[config.mk]
export PLATFORM = sky130hd
export DESIGN_NAME = i2c_slave_register_window
export DESIGN_NICKNAME = d
export VERILOG_FILES = /design/src/sv/i2crw_pkg.sv /design/src/sv/i2crw_ctrl.sv /design/src/sv/i2crw_dp.sv /design/src/sv/i2c_slave_register_window.sv
export SDC_FILE = /design/constraint.sdc
export NUM_CORES = 1
export LEC_CHECK = 0
export ABC_AREA = 1
export BUFFER_PORTS_ARGS = -buffer_cell sky130_fd_sc_hd__buf_2
export CAP_MARGIN = 25
export CORE_MARGIN = 3
export CORE_UTILIZATION = 65
export DETAILED_ROUTE_END_ITERATION = 10
export PLACE_DENSITY = 0.89
export SLEW_MARGIN = 30
export SYNTH_ARGS = -nofsm -noshare
export SYNTH_HDL_FRONTEND = slang
export SYNTH_SLANG_ARGS = --single-unit
export TNS_END_PERCENT = 30
[constraint.sdc]
create_clock -name i_clk -period 3.2 [get_ports i_clk]
set_clock_uncertainty 0.05 [all_clocks]
set_input_delay 0.16 -clock i_clk [delete_from_list [all_inputs] [get_ports i_clk]]
set_output_delay 0.16 -clock i_clk [all_outputs]
set_load 0.005 [all_outputs]
[src/sv/i2crw_pkg.sv]
package i2crw_pkg;

    // Buffer depth; a power of two, so pointers and indexes wrap by masking
    localparam int BUFFER_DEPTH = 16;

    // Event codes carried by the mode field
    typedef enum logic [2:0] {
        MODE_ENABLE      = 3'd0,
        MODE_DISABLE     = 3'd1,
        MODE_START       = 3'd2,
        MODE_STOP        = 3'd3,
        MODE_TX_REQUEST  = 3'd4,
        MODE_RX_BYTE     = 3'd5,
        MODE_LOCAL_WRITE = 3'd6
    } t_mode;

    // Message phases
    typedef enum logic [1:0] {
        PH_IDLE  = 2'd0,
        PH_ARMED = 2'd1,
        PH_REG   = 2'd2,
        PH_DATA  = 2'd3
    } t_phase;

    // Command bytes with a fixed size; odd codes below CMD_LAST give two
    localparam logic [7:0] CMD_FIRST = 8'h00;
    localparam logic [7:0] CMD_LAST  = 8'h0F;

    localparam logic [1:0] SIZE_NONE = 2'd0;
    localparam logic [1:0] SIZE_ONE  = 2'd1;
    localparam logic [1:0] SIZE_TWO  = 2'd2;

    // Controller to datapath
    typedef struct packed {
        logic   accept;
        logic   tx;
        logic   rx_reg;
        logic   rx_data;
        logic   local_wr;
        logic   load;
        t_phase phase;
    } t_dp_cmd;

    // Datapath to controller
    typedef struct packed {
        logic out_free;
    } t_dp_stat;

    function automatic logic [1:0] size_lookup(input logic [7:0] code);
        logic [1:0] size;
        if (code == CMD_FIRST || code == CMD_LAST) begin
            size = SIZE_ONE;
        end else if (code[7:4] == 4'h0 && code[0]) begin
            size = SIZE_TWO;
        end else begin
            size = SIZE_NONE;
        end
        return size;
    endfunction

endpackage

[src/sv/i2crw_ctrl.sv]
module i2crw_ctrl
    import i2crw_pkg::*;
(
    input  logic     i_clk,
    input  logic     i_rst_n,
    input  logic     i_in_valid,
    output logic     o_in_stall,
    input  logic [2:0] i_mode,
    input  t_dp_stat i_stat,
    output t_dp_cmd  o_cmd
);

    typedef enum logic {
        ST_READY,
        ST_LOAD
    } t_state;

    t_state r_state, n_state;
    t_phase r_phase, n_phase;
    logic   r_en, n_en;
    logic   accept;
    logic   on;

    assign o_in_stall = (r_state != ST_READY);
    assign accept     = i_in_valid && (r_state == ST_READY);
    assign on         = r_en;

    always_comb begin
        n_state        = r_state;
        n_phase        = r_phase;
        n_en           = r_en;
        o_cmd          = '0;
        o_cmd.phase    = r_phase;
        unique case (r_state)
            ST_READY: begin
                if (accept) begin
                    o_cmd.accept = 1'b1;
                    n_state      = ST_LOAD;
                    case (t_mode'(i_mode))
                        MODE_ENABLE: begin
                            if (r_phase == PH_IDLE) n_phase = PH_ARMED;
                            n_en = 1'b1;
                        end
                        MODE_DISABLE: n_en = 1'b0;
                        MODE_START: begin
                            if (on && r_phase == PH_ARMED) n_phase = PH_REG;
                        end
                        MODE_STOP: begin
                            if (on && r_phase == PH_REG) begin
                                n_phase = PH_DATA;
                            end else if (on && r_phase == PH_DATA) begin
                                n_phase = PH_IDLE;
                            end
                        end
                        MODE_TX_REQUEST: o_cmd.tx = on && (r_phase == PH_DATA);
                        MODE_RX_BYTE: begin
                            o_cmd.rx_reg  = on && (r_phase == PH_REG);
                            o_cmd.rx_data = on && (r_phase == PH_DATA);
                        end
                        MODE_LOCAL_WRITE: o_cmd.local_wr = 1'b1;
                        default: ;
                    endcase
                end
            end
            ST_LOAD: begin
                // hold the result until the output register frees up
                if (i_stat.out_free) begin
                    o_cmd.load = 1'b1;
                    n_state    = ST_READY;
                end
            end
            default: n_state = ST_READY;
        endcase
    end

    always_ff @(posedge i_clk) begin
        if (!i_rst_n) begin
            r_state <= ST_READY;
            r_phase <= PH_IDLE;
            r_en    <= 1'b0;
        end else begin
            r_state <= n_state;
            r_phase <= n_phase;
            r_en    <= n_en;
        end
    end

    a_one_op: assert property (@(posedge i_clk) disable iff (!i_rst_n)
        $onehot0({o_cmd.tx, o_cmd.rx_reg, o_cmd.rx_data, o_cmd.local_wr}))
        else $error("more than one datapath operation at once");

    a_data_from_reg: assert property (@(posedge i_clk) disable iff (!i_rst_n)
        (r_phase == PH_DATA && $past(r_phase) != PH_DATA) |-> $past(r_phase) == PH_REG)
        else $error("data phase entered from a phase other than register");

    a_no_load_on_accept: assert property (@(posedge i_clk) disable iff (!i_rst_n)
        o_cmd.accept |=> !o_cmd.accept)
        else $error("two events accepted back to back");

endmodule

[src/sv/i2crw_dp.sv]
module i2crw_dp
    import i2crw_pkg::*;
(
    input  logic       i_clk,
    input  logic       i_rst_n,
    input  t_dp_cmd    i_cmd,
    output t_dp_stat   o_stat,
    input  logic [7:0] i_rx_byte,
    input  logic [3:0] i_local_index,
    input  logic [7:0] i_local_data,
    output logic       o_out_valid,
    input  logic       i_out_stall,
    output logic [7:0] o_tx_data,
    output logic       o_tx_valid,
    output logic [1:0] o_phase,
    output logic [1:0] o_msg_len,
    output logic [3:0] o_pointer
);

    localparam int PW = $clog2(BUFFER_DEPTH);
    localparam logic [PW-1:0] LAST_IDX = PW'(BUFFER_DEPTH - 1);

    logic [7:0]          r_mem [BUFFER_DEPTH];
    logic [BUFFER_DEPTH-1:0] r_valid;
    logic [PW-1:0]       r_ptr, n_ptr;
    logic [1:0]          r_size;
    logic [7:0]          r_rd_data;
    logic                r_rd_hit;
    logic                r_pend_txv;
    logic                r_out_valid;
    logic [7:0]          r_out_tx_data;
    logic                r_out_tx_valid;
    t_phase              r_out_phase;
    logic [1:0]          r_out_size;
    logic [PW-1:0]       r_out_ptr;

    logic                wr_en;
    logic [PW-1:0]       wr_addr;
    logic [7:0]          wr_data;
    logic [PW-1:0]       ptr_inc;

    // depth is a power of two: the low bits give the index modulo the depth
    assign ptr_inc = (r_ptr == LAST_IDX) ? '0 : r_ptr + 1'b1;
    assign wr_en   = i_cmd.local_wr || i_cmd.rx_data;
    assign wr_addr = i_cmd.local_wr ? i_local_index[PW-1:0] : r_ptr;
    assign wr_data = i_cmd.local_wr ? i_local_data : i_rx_byte;

    always_comb begin
        n_ptr = r_ptr;
        if (i_cmd.rx_reg) begin
            n_ptr = i_rx_byte[PW-1:0];
        end else if (i_cmd.tx || i_cmd.rx_data) begin
            n_ptr = ptr_inc;
        end
    end

    assign o_stat.out_free = !r_out_valid || !i_out_stall;

    // buffer storage
    always_ff @(posedge i_clk) begin
        if (wr_en) r_mem[wr_addr] <= wr_data;
        if (i_cmd.tx) r_rd_data <= r_mem[r_ptr];
    end

    // entry valid bits stand in for clearing the buffer at reset
    always_ff @(posedge i_clk) begin
        if (!i_rst_n) begin
            r_valid <= '0;
        end else if (wr_en) begin
            r_valid[wr_addr] <= 1'b1;
        end
    end

    always_ff @(posedge i_clk) begin
        if (!i_rst_n) begin
            r_ptr       <= '0;
            r_size      <= SIZE_NONE;
            r_out_valid <= 1'b0;
        end else begin
            r_ptr <= n_ptr;
            if (i_cmd.rx_reg) r_size <= size_lookup(i_rx_byte);
            if (i_cmd.load) begin
                r_out_valid <= 1'b1;
            end else if (!i_out_stall) begin
                r_out_valid <= 1'b0;
            end
        end
    end

    always_ff @(posedge i_clk) begin
        if (i_cmd.accept) r_pend_txv <= i_cmd.tx;
        if (i_cmd.tx) r_rd_hit <= r_valid[r_ptr];
        if (i_cmd.load) begin
            r_out_tx_data  <= (r_pend_txv && r_rd_hit) ? r_rd_data : 8'd0;
            r_out_tx_valid <= r_pend_txv;
            r_out_phase    <= i_cmd.phase;
            r_out_size     <= r_size;
            r_out_ptr      <= r_ptr;
        end
    end

    assign o_out_valid = r_out_valid;
    assign o_tx_data   = r_out_tx_data;
    assign o_tx_valid  = r_out_tx_valid;
    assign o_phase     = r_out_phase;
    assign o_msg_len   = r_out_size;
    assign o_pointer   = r_out_ptr;

    a_load_free: assert property (@(posedge i_clk) disable iff (!i_rst_n)
        i_cmd.load |-> (!r_out_valid || !i_out_stall))
        else $error("result loaded over a word still waiting");

    a_tx_zero: assert property (@(posedge i_clk) disable iff (!i_rst_n)
        (o_out_valid && !o_tx_valid) |-> o_tx_data == 8'd0)
        else $error("transmit data without a buffer read");

    a_ptr_range: assert property (@(posedge i_clk) disable iff (!i_rst_n)
        r_ptr <= LAST_IDX)
        else $error("pointer beyond buffer depth");

endmodule

[src/sv/i2c_slave_register_window.sv]
// Channel  Direction  Handshake                 Word fields
// -------  ---------  ------------------------  -------------------------------------
// in       sink       i_in_valid / o_in_stall   i_mode i_rx_byte i_local_index
//                                               i_local_data
// out      source     o_out_valid / i_out_stall o_tx_data o_tx_valid o_phase
//                                               o_msg_len o_pointer
//
// For each event, the accept edge updates the phase, pointer, size and buffer
// and launches the single buffer read; in ST_LOAD the result then moves into
// the output register once it is free. No new event is accepted until then.
// An event is accepted while the previous result still waits; its own result
// holds in the datapath for as long as i_out_stall keeps the output register full.
// Reset is synchronous and active low; it clears the buffer at once through
// one valid bit per entry, so no clearing pass follows reset.
module i2c_slave_register_window
    import i2crw_pkg::*;
(
    input  logic       i_clk,
    input  logic       i_rst_n,
    input  logic       i_in_valid,
    output logic       o_in_stall,
    input  logic [2:0] i_mode,
    input  logic [7:0] i_rx_byte,
    input  logic [3:0] i_local_index,
    input  logic [7:0] i_local_data,
    output logic       o_out_valid,
    input  logic       i_out_stall,
    output logic [7:0] o_tx_data,
    output logic       o_tx_valid,
    output logic [1:0] o_phase,
    output logic [1:0] o_msg_len,
    output logic [3:0] o_pointer
);

    t_dp_cmd  cmd;
    t_dp_stat stat;

    // message phase machine and event sequencing
    i2crw_ctrl u_ctrl (
        .i_clk      (i_clk),
        .i_rst_n    (i_rst_n),
        .i_in_valid (i_in_valid),
        .o_in_stall (o_in_stall),
        .i_mode     (i_mode),
        .i_stat     (stat),
        .o_cmd      (cmd)
    );

    // pointer, size, buffer and output register
    i2crw_dp u_dp (
        .i_clk          (i_clk),
        .i_rst_n        (i_rst_n),
        .i_cmd          (cmd),
        .o_stat         (stat),
        .i_rx_byte      (i_rx_byte),
        .i_local_index  (i_local_index),
        .i_local_data   (i_local_data),
        .o_out_valid    (o_out_valid),
        .i_out_stall    (i_out_stall),
        .o_tx_data      (o_tx_data),
        .o_tx_valid     (o_tx_valid),
        .o_phase        (o_phase),
        .o_msg_len      (o_msg_len),
        .o_pointer      (o_pointer)
    );

endmodule

; Word-level counts from Yosys, hierarchy flattened
; Memories as Yosys holds them, arrays and structs flattened. A register that Yosys moved wholly into a read port is not among the register bits.
; Cells that the tools add are included.
[totals]
inputBits = 27
elab_cells = 89
memories = 1
regBits = 46
ram_bits = 128
[op_classes]
reduce_logical = 22
mux = 31
bitwise_logic = 2
eq_ne = 15
n_addsub = 1
n_lt_le_gt_ge = 3
[mem_list]
columns = name, depth, width, read_ports, rd_ports_with_merged_regs, write_ports, line
row1 = u_dp.r_mem, 16, 8, 1, 1, 1, i2crw_dp.sv:23  ; logic [7:0] r_mem [BUFFER_DEPTH];
[op_table]
columns = cell, count
row1 = 4-bit two-way mux, 4
row2 = 16-bit OR, 1
row3 = 2-bit two-way mux, 7
row4 = 1-bit two-way mux, 12
row5 = 4-bit by 5-bit < comparator with 1-bit output (second input constant), 2
row6 = 5-bit two-way mux, 2
row7 = 3-bit == test (second input constant), 3
row8 = 8-bit by 4-bit == test with 1-bit output (second input constant), 1
row9 = 8-bit zero test, 1
row10 = 8-bit two-way mux, 1
row11 = 1-bit logical AND, 7
row12 = 3-bit by 2-bit == test with 1-bit output (second input constant), 2
row13 = 2-bit by 1-bit != test with 1-bit output (second input constant), 3
row14 = 2-bit case mux with 3 select lines, 1
row15 = 6-bit AND reduction, 1
row16 = 4-bit by 1-bit adder with 4-bit output (second input constant), 1
row17 = 1-bit binary-select mux with 4-bit select, 1
row18 = 1-bit demux with 4-bit select, 1
row19 = 2-bit == test (second input constant), 2
row20 = 4-bit == test (second input constant), 1
row21 = 4-bit by 1-bit greater-or-equal comparator with 1-bit output (second input constant), 1
row22 = 4-bit zero test, 1
row23 = 1-bit logical OR, 4
row24 = 1-bit case mux with 2 select lines, 2
row25 = other kinds (10), 12

; Longest topological paths before layout
[depth]
word_depth = 11
mapped_depth = 10

; Hierarchy
; From an unflattened synthesis, not the netlist that was laid out.
[hier_totals]
cells_unflattened = 732
hier_area_um2 = 7632.3
[by_module_without_submodules]
columns = module, seq_area_each_um2, cells_each, area_per_inst_um2, instances
row1 = i2crw_dp, 5114.9, 674, 7312.0, 1
row2 = i2crw_ctrl, 80.1, 58, 320.3, 1

; Least setup slack after synthesis
; No wires, ideal clock.
[synth_path]
path_type = flip-flop to flip-flop
startpoint = register u_ctrl.r_state (netlist: u_ctrl.o_in_stall)
endpoint = memory u_dp.r_mem[0][3] (data pin)
n_path_buf = 2
arrival_time_ns = 1.580
slack_ns = 1.240
setup_ns = 0.330
synth_period_minus_slack_ns = 1.960
stages_incl_launch_ff = 7
cell_sequence = dfxtp_1 -> inv_2 -> nand3_4 -> nor2_8 -> buf_6 -> clkbuf_1 -> o21ai_0
[synth_between]
elab_chain_cells = 5
[synth_lines]
columns = item, line
row1 = start: declaration, i2crw_ctrl.sv:18  ; t_state r_state, n_state;
row2 = start signal: assignment, i2crw_ctrl.sv:82  ; r_state <= n_state;
row3 = 1-bit inverter, i2crw_ctrl.sv:25  ; assign accept = i_in_valid && (r_state == ST_READY);
row4 = 1-bit logical AND, i2crw_ctrl.sv:25
row5 = 5-bit two-way mux, i2crw_ctrl.sv:36  ; if (accept) begin
row6 = 5-bit two-way mux (*), i2crw_ctrl.sv:34  ; unique case (r_state)
row7 = 8-bit two-way mux (*), i2crw_dp.sv:46  ; assign wr_data = i_cmd.local_wr ? i_local_data : i_rx_byte;
row8 = net u_dp.wr_data[3], i2crw_dp.sv:39  ; logic [7:0] wr_data;
row9 = end: declaration, i2crw_dp.sv:23
; Mark *: on every way through the listed nets, which the timed path passes. The rest lies on a longest branch.

; Worst setup path after layout
[layout_path]
startpoint = register u_dp.r_ptr[0]
endpoint = memory u_dp.r_mem[5][6] (enable)
[layout_between]
elab_chain_cells = 1
[layout_lines]
columns = item, line
row1 = start: declaration, i2crw_dp.sv:25  ; logic [PW-1:0] r_ptr, n_ptr;
row2 = start signal: assignment, i2crw_dp.sv:80  ; r_ptr <= n_ptr;
row3 = 4-bit two-way mux, i2crw_dp.sv:45  ; assign wr_addr = i_cmd.local_wr ? i_local_index[PW-1:0] : r_ptr;
; Every way passes these cells.

==> results.md <==
- CTS tree: yes
- Residual DRC: 0
- Most common cell in the synthesized netlist: edfxtp_1
- Unique masters post-synth: 32
- Full die area: approximately 13000 µm²
- Register bit total from synthesis: 182
- Avg Inst Size Synth: roughly 11 µm²
- Setup TNS: 0 ps
- Final hold vios: 0
- Syn Inst Count: between 600 and 700
- Rows: 38
- Max cap viols: 0
- Startpoint types: flop
- Initial drt markers: roughly 750
- Syn. warnings: 0
- Layout cells sized above 1: between 10% and 20%
- CTS Sinks: 182
- Top-area cell type share of the netlist area: about three fifths
- Final RePlAce weighted congestion: roughly 0.89
- Arrival time at the worst endpoint: 2300 ps
- Async set-reset flop share out of synthesis: 0%
- Wire per inst: ~20 µm
- Reg-to-reg endpoint: u_dp.r_mem[5][6]$_DFFE_PP_
- Worst Setup End Kind: flop
- Fmax: between 400 and 500 MHz
- Post-synthesis sequential area ratio: around 69%
- Synth Net Count: 706
- First-pass GRT wire length: 27400 µm
- Total wire length: 17400 µm
- Global route total overflow: 0
- Drt first pass iters: 5
- Clk buf depth: 2
- Port Buffers: 45
- PwrDens: 555 nW/µm²
- Yosys top cell by area: edfxtp_1
- WP data required: roughly 3300 ps
- Last element of the critical path: u_dp.r_mem[5][6]$_DFFE_PP_
- VDD IR max: slightly above 500 µV
- Final worst setup slack: between 900 and 1000 ps
- Final min period: ~2200 ps
- Post-DRT Antenna Nets: 0
- Period Utilization, post-route: around 70%
- Synth cell count leaders: edfxtp_1 (155), nor2_1 (129), o21ai_0 (90), nand2_1 (68), inv_1 (49)
- Die height: ~110 µm
- Worst slew pin tran: between 700 and 800 ps
- Area Growth Syn to Fin: 12.8%
- Clock H-tree levels: 4
- Core Region: between 10000 and 15000 µm²
- Run status: complete, no violations
- Number of flops mapped to enable cells by yosys: approximately 160
- Mapped cell area: 7530 µm²
- TritonCTS buffer count: 17
- Slew Viols, Final: 0
- GRT Total Usage: about 29%
- CTS resizes: 0
- Worst R2R Path Depth: 6
- Initial Utilization: slightly below 70%
- Max FO, Critical Path: between 70 and 80
- Static Leak: about 3.2 nW
- Hold Buf Count CTS: 4
- Normalized max-slew margin: just over 50%
- Die W: between 100 and 150 µm
- Vias in the first global route: 5037
- I/O Pins: 46
- DP Wirelength: 10600 µm
- Latest clock arrival within the worst-skew pair: approximately 430 ps
- Post-CTS setup buffer count: 0
- # nets final: ~760
- Final setup vio count: 0
- Dpl ws: between 1000 and 1500 ps
- Initial antenna violation count: 0
- CTS Root Buffer Type: clkbuf_16
- Launch point of the critical path: u_dp.r_ptr[0]$_SDFFE_PN0P_
- Main synth FF type: edfxtp_1
- Largest net degree at the start of global routing: between 70 and 80
- Worst r2r src: u_dp.r_ptr[0]$_SDFFE_PN0P_
- Vias per cell: approximately 6
- Top post-synthesis cells by area: edfxtp_1 (62%), dfxtp_1 (7.2%), nor2_1 (6.4%)
- RSZ-0062 raised after global routing: no
- CP Class: flop to flop
- Via count: about 5400
- Worst-path clk slew: approximately 60 ps
- R2R Setup Slk: 950 ps
- Antenna Diode Count: 0
- HP Class: input port to flop
==> layout make-up <==
type                            instances  area [µm²]
Inverter                               54         203
Multi-Input combinational cell        411        2010
Tap cell                              140         175
Fill cell                             684        2580
Clock inverter                          9        78.8
Sequential cell                       182        5200
Timing Repair Buffer                   63         370
Clock buffer                           23         468
==> routing by layer <==
| layer | wire length [µm] | global-route usage [%] |
|---|---|---|
| met5 | 0 | 0 |
| met4 | 414 | 10.4 |
| met3 | 1630 | 7.06 |
| met2 | 8510 | 46.2 |
| met1 | 6810 | 38.5 |
==> critical path: stages, from the launching register on <==
cell and delay, ps:
dfxtp_2 330, buf_4 590, o21bai_1 220, nand2_1 180, nor2_1 180, nand2_1 100
inv_1 260
==> metrics by stage <==
| stage | util, % | cell area [µm²] | total power (W) | cells | hold slack, ps |
|---|---|---|---|---|---|
| 2_1_floorplan | - | 7530 | 0.00273 | 678 | 253 |
| 3_3_place_gp | 71.4 | 7910 | 0.00281 | 846 | 364 |
| 3_5_place_dp | 71.4 | 7910 | 0.00282 | 846 | 368 |
| 4_1_cts | 76.7 | 8500 | 0.00472 | 882 | 1.28 |
| 5_1_grt | 76.7 | 8500 | 0.00485 | 882 | 22.1 |
| 6_report | 76.7 | 8500 | 0.00471 | 882 | 18.8 |
==> how the worst min path moves through the flow <==
| stage | end | startpoint | slack [ps] | depth (start not counted) |
|---|---|---|---|---|
| floorplan | u_dp.o_out_valid$_SDFFE_PN0P_ | i_out_stall | 250 | 2 |
| global placement | u_dp.o_msg_len[0]$_DFFE_PP_ | u_dp.r_size[0]$_SDFFE_PN0P_ | 360 | 0 |
| detailed placement | u_dp.o_pointer[2]$_DFFE_PP_ | u_dp.r_ptr[2]$_SDFFE_PN0P_ | 370 | 0 |
| CTS | u_dp.r_ptr[3]$_SDFFE_PN0P_ | i_rx_byte[3] | 1 | 3 |
| global route | u_dp.r_ptr[3]$_SDFFE_PN0P_ | i_rx_byte[3] | 20 | 3 |
| finish | u_dp.r_ptr[3]$_SDFFE_PN0P_ | i_rx_byte[3] | 20 | 3 |
==> power by group <==
part           switching (W)  internal, W  total (W)  leakage (nW)
Clock               0.000834      0.00111    0.00194         0.260
Sequential        0.00000781      0.00260    0.00260          1.62
Combinational       0.000120    0.0000493   0.000169          1.27
==> state kept, by name, summed over array words and instances, names as in the netlist <==
register,cells
u_dp.r_mem,128
u_dp.r_valid,16
u_dp.o_tx_data,8
u_dp.r_rd_data,8
u_dp.o_pointer,4
u_dp.r_ptr,4
u_ctrl.r_phase,2
u_dp.o_msg_len,2
u_dp.o_phase,2
u_dp.r_size,2
u_ctrl.o_in_stall,1
u_ctrl.on,1
u_dp.o_out_valid,1
u_dp.o_tx_valid,1
u_dp.r_pend_txv,1
u_dp.r_rd_hit,1
==> cells by family after synthesis <==
kind of cell	Yosys count	share of synthesized area, %
flip-flops	182	69.0
AO/OA/AOI/OAI	154	11.3
adder cells (fa/ha/maj)	1	0.166
buffers and inverters	85	4.42
AND/OR/NAND/NOR	254	14.9
XOR/XNOR	2	0.233
==> cell usage in the layout, fill, tap and decap left out, types with 20 or more instances in the layout <==
cell | Yosys | routed
dfxtp_1 | 27 | 26
a21oi_1 | 20 | 20
edfxtp_1 | 155 | 155
o21ai_0 | 90 | 90
nand2_1 | 68 | 68
inv_1 | 49 | 48
nand3_1 | 28 | 28
buf_2 | 5 | 45
nor2_1 | 129 | 129
Power figures use the tool's default switching activity.
